## config.mk

```make
export PLATFORM = sky130hd
export DESIGN_NAME = prime_drop_filter
export DESIGN_NICKNAME = d
export VERILOG_FILES = /design/src/sv/pdf_pkg.sv /design/src/sv/prime_drop_filter.sv
export SDC_FILE = /design/constraint.sdc
export NUM_CORES = 1
export LEC_CHECK = 0
export ABC_CLOCK_PERIOD_IN_PS = 7300
export BUFFER_PORTS_ARGS = -buffer_cell sky130_fd_sc_hd__buf_4
export CORE_ASPECT_RATIO = 0.6
export CORE_MARGIN = 2
export CORE_UTILIZATION = 38
export CTS_CLUSTER_DIAMETER = 200
export DETAILED_ROUTE_END_ITERATION = 8
export PLACE_DENSITY = 0.52
export SETUP_SLACK_MARGIN = 0.4
export SLEW_MARGIN = 30
export SYNTH_ARGS = -nofsm -noshare
export SYNTH_HDL_FRONTEND = slang
export SYNTH_SLANG_ARGS = --single-unit
```

## constraint.sdc

```tcl
create_clock -name clk_i -period 7.3 [get_ports clk_i]
set_input_delay 1.095 -clock clk_i [delete_from_list [all_inputs] [get_ports clk_i]]
set_output_delay 1.095 -clock clk_i [all_outputs]
set_load 0.05 [all_outputs]
```

## src/sv/pdf_pkg.sv

```systemverilog
`default_nettype none
// ----------------------------------------------------------------------------
// Prime drop filter package
// Sequencer states shared by the prime drop filter.
// ----------------------------------------------------------------------------
package pdf_pkg;

  typedef enum logic [1:0] {
    ST_IDLE  = 2'd0,
    ST_CHECK = 2'd1,
    ST_DIV   = 2'd2,
    ST_EMIT  = 2'd3
  } pdf_state_e;

endpackage
`default_nettype wire

```

## src/sv/prime_drop_filter.sv

```systemverilog
`default_nettype none
// ----------------------------------------------------------------------------
// Prime drop filter
// Passes on each word whose magnitude is neither one nor prime, in arrival
// order, using trial division by odd divisors with a shared one-bit-per-cycle divider.
// ----------------------------------------------------------------------------
// Sequence: 1, 2 and 3 are dropped at the accept edge, and an even magnitude
// goes through the emit state to the output register once that is free. An
// odd magnitude m goes through a restoring division by each odd divisor d
// from three up while d * d <= m; it is kept at the first exact division and
// dropped once d * d exceeds m. One word is in work at a time; the input
// stalls until its verdict is done. Reset clears the sequencer and out valid.
module prime_drop_filter
  import pdf_pkg::*;
#(
  parameter int VALUE_WIDTH = 32
) (
  input  wire                           clk_i,
  input  wire                           rst_ni,
  input  wire                           in_valid_i,
  output logic                          in_stall_o,
  input  wire signed [VALUE_WIDTH-1:0]  value_i,
  output logic                          out_valid_o,
  input  wire                           out_stall_i,
  output logic signed [VALUE_WIDTH-1:0] kept_value_o
);

  localparam int W  = VALUE_WIDTH;
  localparam int CW = $clog2(W);
  localparam int SW = W + 2;

  pdf_state_e state_q, state_d;

  logic [W-1:0]  value_q, value_d;
  logic [W-1:0]  mag_q, mag_d;
  logic [W-1:0]  div_q, div_d;
  logic [SW-1:0] sq_q, sq_d;
  logic [W-1:0]  rem_q, rem_d;
  logic [CW-1:0] cnt_q, cnt_d;
  logic          out_valid_q, out_valid_d;
  logic [W-1:0]  out_value_q, out_value_d;

  logic          accept;
  logic [W-1:0]  in_mag;
  logic [W:0]    rem_sh;
  logic [W:0]    rem_diff;
  logic [W-1:0]  rem_next;
  logic          out_free;

  assign in_stall_o = (state_q != ST_IDLE);
  assign accept  = in_valid_i && !in_stall_o;
  assign in_mag  = value_i[W-1] ? (~value_i + W'(1)) : value_i;
  assign rem_sh  = {rem_q, mag_q[cnt_q]};
  assign rem_diff = rem_sh - {1'b0, div_q};
  assign rem_next = rem_diff[W] ? rem_sh[W-1:0] : rem_diff[W-1:0];
  assign out_free = !out_valid_q || !out_stall_i;

  always_comb begin
    state_d     = state_q;
    value_d     = value_q;
    mag_d       = mag_q;
    div_d       = div_q;
    sq_d        = sq_q;
    rem_d       = rem_q;
    cnt_d       = cnt_q;
    out_valid_d = out_valid_q && out_stall_i;
    out_value_d = out_value_q;
    case (state_q)
      ST_IDLE: begin
        if (accept) begin
          value_d = value_i;
          mag_d   = in_mag;
          div_d   = W'(3);
          sq_d    = SW'(9);
          if (in_mag == W'(1) || in_mag == W'(2) || in_mag == W'(3)) begin
            state_d = ST_IDLE;
          end else if (!in_mag[0]) begin
            state_d = ST_EMIT;
          end else begin
            state_d = ST_CHECK;
          end
        end
      end
      ST_CHECK: begin
        rem_d = '0;
        cnt_d = CW'(W - 1);
        if (sq_q > {2'b00, mag_q}) begin
          state_d = ST_IDLE;
        end else begin
          state_d = ST_DIV;
        end
      end
      ST_DIV: begin
        rem_d = rem_next;
        cnt_d = cnt_q - CW'(1);
        if (cnt_q == '0) begin
          if (rem_next == '0) begin
            state_d = ST_EMIT;
          end else begin
            div_d   = div_q + W'(2);
            sq_d    = sq_q + {div_q, 2'b00} + SW'(4);
            state_d = ST_CHECK;
          end
        end
      end
      ST_EMIT: begin
        if (out_free) begin
          out_valid_d = 1'b1;
          out_value_d = value_q;
          state_d     = ST_IDLE;
        end
      end
      default: begin
        state_d = ST_IDLE;
      end
    endcase
  end

  always_ff @(posedge clk_i or negedge rst_ni) begin
    if (!rst_ni) begin
      state_q     <= ST_IDLE;
      out_valid_q <= 1'b0;
    end else begin
      state_q     <= state_d;
      out_valid_q <= out_valid_d;
    end
  end

  always_ff @(posedge clk_i) begin
    value_q     <= value_d;
    mag_q       <= mag_d;
    div_q       <= div_d;
    sq_q        <= sq_d;
    rem_q       <= rem_d;
    cnt_q       <= cnt_d;
    out_value_q <= out_value_d;
  end

  assign out_valid_o  = out_valid_q;
  assign kept_value_o = out_value_q;

`ifndef SYNTHESIS
  a_load_from_emit: assert property (@(posedge clk_i) disable iff (!rst_ni)
    $rose(out_valid_o) |-> $past(state_q) == ST_EMIT)
    else $error("Output word loaded outside the emit state.");

  a_rem_below_div: assert property (@(posedge clk_i) disable iff (!rst_ni)
    state_q == ST_DIV |-> rem_q < div_q)
    else $error("Partial remainder not below the divisor.");

  a_div_odd: assert property (@(posedge clk_i) disable iff (!rst_ni)
    (state_q == ST_CHECK || state_q == ST_DIV) |-> div_q[0] && div_q >= W'(3))
    else $error("Trial divisor is not an odd value of at least three.");
`endif

endmodule
`default_nettype wire
```

==> run summary, run 1 <==
Outcome: finished, final reports clean
CP Launch Point: cnt_q[2]
Routed Antenna Nets: 0
Postcts setup bufs: 0
Grt ovf: 0
Area Growth Syn to Fin: 12.99%
Post-DP HPWL: 27440 microns
Final worst path period share: 86.62%
Max transition margin: 41.25%
# port buffers: 69
Hold Vio Cnt, Final: 0
Post-Synth Simple-Gate Area: 16.35%
Area share of fa/ha/maj cells after synthesis: 12.10%
Commonest non-fill, non-tap cell in the layout: edfxtp_1
TritonCTS Buffers: 17
Layout Cells excl Fill: 1829
Largest family of logic cells by synthesized area: simple AND/OR/NAND/NOR gates
Avg Synthesized Cell Area: 10.36 sq um
Kind of critical path: flip-flop to flip-flop
Synth Warn #: 0
Worst-path clk slew: 0.08 ns
# rows: 53
DIE WIDTH: 246.1 microns
Commonest cells after routing, fill and taps aside: edfxtp_1 (194), ha_1 (125), nand2_1 (112)
Layout cell share with drive strength beyond 1: 9.618%
Post-synthesis mux area share: 1.742%
DRT Wirelength: 36120 microns
Clock Sinks: 197
Cells after Synth: 1290
Clk_skew: 0.01319 ns
Hold crit path type: primary input to async pin
#FFs+latches synth: 197
Synth Net Count: 1454
Setup TNS: 0 ns
Clk_lat worst skew: 0.46 ns
WP data arrival: 6.48 ns
# DRC: 0
Crit end category: flip-flop
Hold-fix buffers, CTS: 0
Post-CTS sizing: 0
Die area: 0.03673 sq mm
Top post-synthesis cells by area: edfxtp_1 (44%), ha_1 (12%), xnor2_1 (5.7%)
Synth area leader: edfxtp_1
Least-Margin Pin Slew: 0.8690 ns
Vias: 10071
Async SR Flop Fraction: 1.523%
Root buffer cell: clkbuf_16
Synth Cell Area: 0.01336 sq mm
Vias in the first global route: 9208
Largest net degree at the start of global routing: 77
DR pass1 iterations: 7
First-pass GRT wire length: 55920 microns
Post-synth EDFFs: 194
Crit path max fanout: 62
Max Fclk: 158.1 MHz
Diode count: 0
Critical Path RT: 7.46 ns
Initial antenna violation count: 1
Placeable Area: 0.03481 sq mm
Seq/Total Area, Yosys: 44.16%
DR iter-0 viols: 1062
H-tree Lvls: 4
Maxcap violations: 0
Netlist cell types: 64
RR Startpoint: cnt_q[2]
Nets: 1513
WHS: 0.4161 ns
Vias per cell: 5.506
I/O pins: 70
Minimum clock period: 6.323 ns
Gr usage total: 20.03%
Placed cell count: 1794
Avg WL per Cell: 19.75 microns
Crit path launch type: flip-flop
Final GP Congestion: 0.9355
Most used DFF post-synth: edfxtp_1
CTS tree: yes
Complex-gate fraction of the synthesized area: 14.71%
RSZ-0062 raised after global routing: false
Endpoints failing setup: 0
Initial core utilization: 38.38%
Post-synthesis xor/xnor area fraction: 7.406%
Max Root-Sink Buffers: 2
Share of the synthesized area in the top cell type: 43.60%
Die Y: 149.3 microns
Max-slew violations: 0
==> stage by stage <==
stage | utilization (%) | area [sq um] | worst slack, ns
2_1_floorplan | - | 13370 | 0.5281
3_3_place_gp | 41.43 | 14420 | 0.9504
3_5_place_dp | 41.45 | 14430 | 0.7284
4_1_cts | 43.30 | 15080 | 0.7119
5_1_grt | 43.37 | 15100 | 0.5579
6_report | 43.37 | 15100 | 0.9767
==> logic make-up after synthesis <==
family / count (synthesis)
flip-flops: 197
AND/OR/NAND/NOR: 415
adder cells (fa/ha/maj): 128
multiplexers: 23
XOR/XNOR: 113
AO/OA/AOI/OAI: 290
buffers and inverters: 124
==> per-layer routing <==
metal | GRT usage, % | vias up | routed length (microns)
met5 | 0 | - | 0
met4 | 4.061 | 0 | 296
met3 | 4.461 | 22 | 2798
met2 | 23.65 | 343 | 12660
met1 | 34.67 | 4818 | 20370
li1 | - | 4888 | -
==> worst paths after layout <==
check / end / slack, ns / cells past startpoint
worst min register to register: kept_value_o[26] / 0.42 / 0
worst max register to register: sq_q[9] / 0.98 / 20
max in group asynchronous: state_q[1] / 6.76 / 1
min in group clk_i: kept_value_o[26] / 0.42 / 0
worst max-delay path: sq_q[9] / 0.98 / 20
worst min-delay path: out_valid_o / 0.42 / 1
==> cell usage after synthesis, drive strengths merged (5+ instances only) <==
cell type  instances
o211a              5
o41ai              6
a21o              38
and4               5
nor3              23
a22oi              9
a211oi            10
nor2b             17
nand4             29
o211ai             7
edfxtp           194
a21boi            24
inv               83
a21oi             52
nor4              15
mux2i             21
or2                5
a31oi             10
and2              68
nor2              55
nand2            112
a41oi              5
or4                9
clkbuf            39
xnor2             87
nand3             28
or3               11
xor2              26
o21a              10
o21bai             8
o31ai             12
nand2b            16
and3               8
o21ai             64
ha               126
==> critical path, stage by stage, from the launching register on <==
cell       delay, ns
edfxtp_1        0.48
and2_1          0.25
a22oi_1         0.19
nand3_1         0.14
a21boi_0        0.55
nor2_1          0.31
fa_1            0.47
nand2b_1        0.18
a21oi_1         0.28
o211a_1         0.23
a21oi_1         0.18
o311a_1         0.46
o31a_1          0.35
mux2i_1         0.18
a211o_1         0.37
or4_1           0.45
o31a_1          0.13
a2111oi_0       0.29
buf_4           0.20
nor2_4          0.04
buf_12          0.21
==> layout make-up <==
type,instances,area (sq um)
tap,467,584.3
sequential,197,5901
multi-input combinational,969,7036
timing repair buffer,81,620.6
inverter,83,311.5
clock buffer,18,429.2
clock inverter,14,216.5
fill,3350,19720
==> flip-flops by register name, summed over array words and instances, names as in the netlist <==
signal and flops:
cnt_q 5, state_q 2, kept_value_o 32, mag_q 31, value_q 32, sq_q 31, rem_q 32, out_valid_o 1
div_q 31
Power of run 1 is left out: the tool's default activity adds up to more than one toggle a clock period on the data nets, which glitch-free logic cannot reach.
==> run 2: changes to the inputs <==
CORE_MARGIN = 4   (was 2)
==> run 2 against run 1 <==
Non-clock buffer count fell by 1. Via count rose by 0.24%. Sequential cell count did not move. Fmax fell by 1.4%. Die area rose by 4.3%. Design area barely moved. Global-route usage fell by 1.7 points. Clock-buffer cell count fell by 1. First-iteration DRC count fell by 8.0%. Highest routed layer unchanged.
==> run summary, run 2 (synthesis results as in run 1) <==
Crit path launch type: flip-flop
Core Util, Final: 44.21% (+0.85 points)
RSZ-0062 raised after global routing: false
Diode count: 0 (unchanged)
Setup TNS: 0 ns (unchanged)
Endpoints failing setup: 0 (unchanged)
DIE WIDTH: 250.1 microns (+1.6%)
Gr usage total: 18.37% (-1.7 points)
Root buffer cell: clkbuf_16
Hold Vio Cnt, Final: 0 (unchanged)
Avg WL per Cell: 19.69 microns (-0.31%)
Placeable Area: 0.03416 sq mm (-1.9%)
Worst-path clk slew: 0.09 ns (about the same)
Crit path max fanout: 43 (-31%)
First-pass GRT wire length: 55010 microns (-1.6%)
Largest net degree at the start of global routing: 87 (+13%)
WP data arrival: 6.59 ns (+0.11 ns)
Nets: 1512 (-0.066%)
Vias: 10095 (+0.24%)
Vias per cell: 5.547 (+0.73%)
Fillers: 3304 (-1.4%)
Post-DP HPWL: 27640 microns (+0.74%)
Max Root-Sink Buffers: 2 (unchanged)
Die area: 0.03833 sq mm (+4.3%)
Initial antenna violation count: 0 (-1)
Clock Sinks: 197 (unchanged)
# rows: 52 (-1.9%)
Vias in the first global route: 9032 (-1.9%)
DR iter-0 viols: 977 (-8.0%)
Hold crit path type: primary input to async pin
Die Y: 153.3 microns (+2.7%)
Clk_lat worst skew: 0.45 ns (about the same)
WHS: 0.4139 ns (-0.002213 ns)
# port buffers: 69 (unchanged)
Register area: 0.005901 sq mm (unchanged)
Commonest non-fill, non-tap cell in the layout: edfxtp_1
Clk_skew: 0.01529 ns (+0.002109 ns)
DR pass1 iterations: 7 (unchanged)
Initial core utilization: 39.12% (+0.74 points)
Max Fclk: 155.9 MHz (-1.4%)
Kind of critical path: flip-flop to flip-flop
H-tree Lvls: 4 (unchanged)
Maxcap violations: 0 (unchanged)
Final GP Congestion: 0.9094 (-2.8%)
Commonest cells after routing, fill and taps aside: edfxtp_1 (194), ha_1 (125), nand2_1 (112)
TritonCTS Buffers: 17 (unchanged)
Least-Margin Pin Slew: 0.9434 ns (+0.07435 ns)
Footprint of the multi-input gates: 0.007041 sq mm (about the same)
I/O pins: 70 (unchanged)
# DRC: 0 (unchanged)
Critical Path RT: 7.48 ns (+0.02 ns)
Area Growth Syn to Fin: 13.02% (about the same)
Routed Antenna Nets: 0 (unchanged)
Max-slew violations: 0 (unchanged)
DRT Wirelength: 35830 microns (-0.80%)
Outcome: finished, final reports clean
CTS tree: yes
Layout cell share with drive strength beyond 1: 9.699% (+0.081 points)
Final worst path period share: 87.86% (+1.2 points)
Crit end category: flip-flop
Grt ovf: 0 (unchanged)
Max transition margin: 36.22% (-5.0 points)
Minimum clock period: 6.414 ns (+0.09047 ns)
[run 2: cell count changes in the layout (fill, tap and decap cells not counted), sizes merged]
cell,delta
buf,-1
clkinvlp,-1
clkinv,+3
inv,-1
clkbuf,-1
[run 2: layout make-up]
class / count / share of cell area, %
Inverter: 83 / 2.063
Clock inverter: 15 / 1.566
Tap cell: 459 / 3.803
Clock buffer: 17 / 2.817
Timing Repair Buffer: 80 / 4.060
Sequential cell: 197 / 39.07
Multi-Input combinational cell: 969 / 46.62
[run 2: worst paths after layout]
check	cells after the start	start	slack [ns]	endpoint
worst max-delay path	20	cnt_q[2]	0.89	div_q[11]
min in group clk_i	0	value_q[4]	0.42	kept_value_o[4]
worst max register to register	20	cnt_q[2]	0.89	div_q[11]
max in group asynchronous	1	rst_ni	6.77	state_q[1]
worst min-delay path	1	rst_ni	0.41	out_valid_o
worst min register to register	0	value_q[4]	0.42	kept_value_o[4]
[run 2: repair_timing]
item                       CTS  global route
buffers inserted             2             0
hold buffers                 0             0
setup endpoints to repair   43            43
resized for setup            0             3
[run 2: stage by stage]
step           setup slack, ns  instance area, sq um  instances
2_1_floorplan           0.5281                 13370       1290
6_report                0.8862                 15100       1820
5_1_grt                 0.5188                 15100       1820
4_1_cts                 0.6285                 15100       1820
3_5_place_dp            0.3747                 14420       1786
3_3_place_gp            0.5993                 14410       1786
[run 2: critical path, stage by stage, from the launching register on]
cell and delay [ns]:
edfxtp_1 0.49, and2_1 0.25, a22oi_1 0.19, nand3_1 0.14
a21boi_1 0.39, nor2_1 0.29, fa_1 0.45, nand2b_1 0.18
a21oi_1 0.28, o211a_1 0.23, a21oi_1 0.19, o311a_1 0.47
o31a_1 0.34, mux2i_1 0.29, a211o_1 0.30, buf_4 0.34
nand4_1 0.15, a2111oi_1 0.54, buf_4 0.22, nor2_4 0.11
buf_12 0.25
[run 2: per-layer routing]
layer / routed length (microns) / track usage [%] / up-vias
met5: 0 / 0 / -
met4: 186 / 2.613 / 0
met3: 2855 / 4.569 / 14
met2: 12530 / 21.35 / 324
met1: 20260 / 32.54 / 4868
li1: - / - / 4889
Power of run 2 is left out for the same reason.
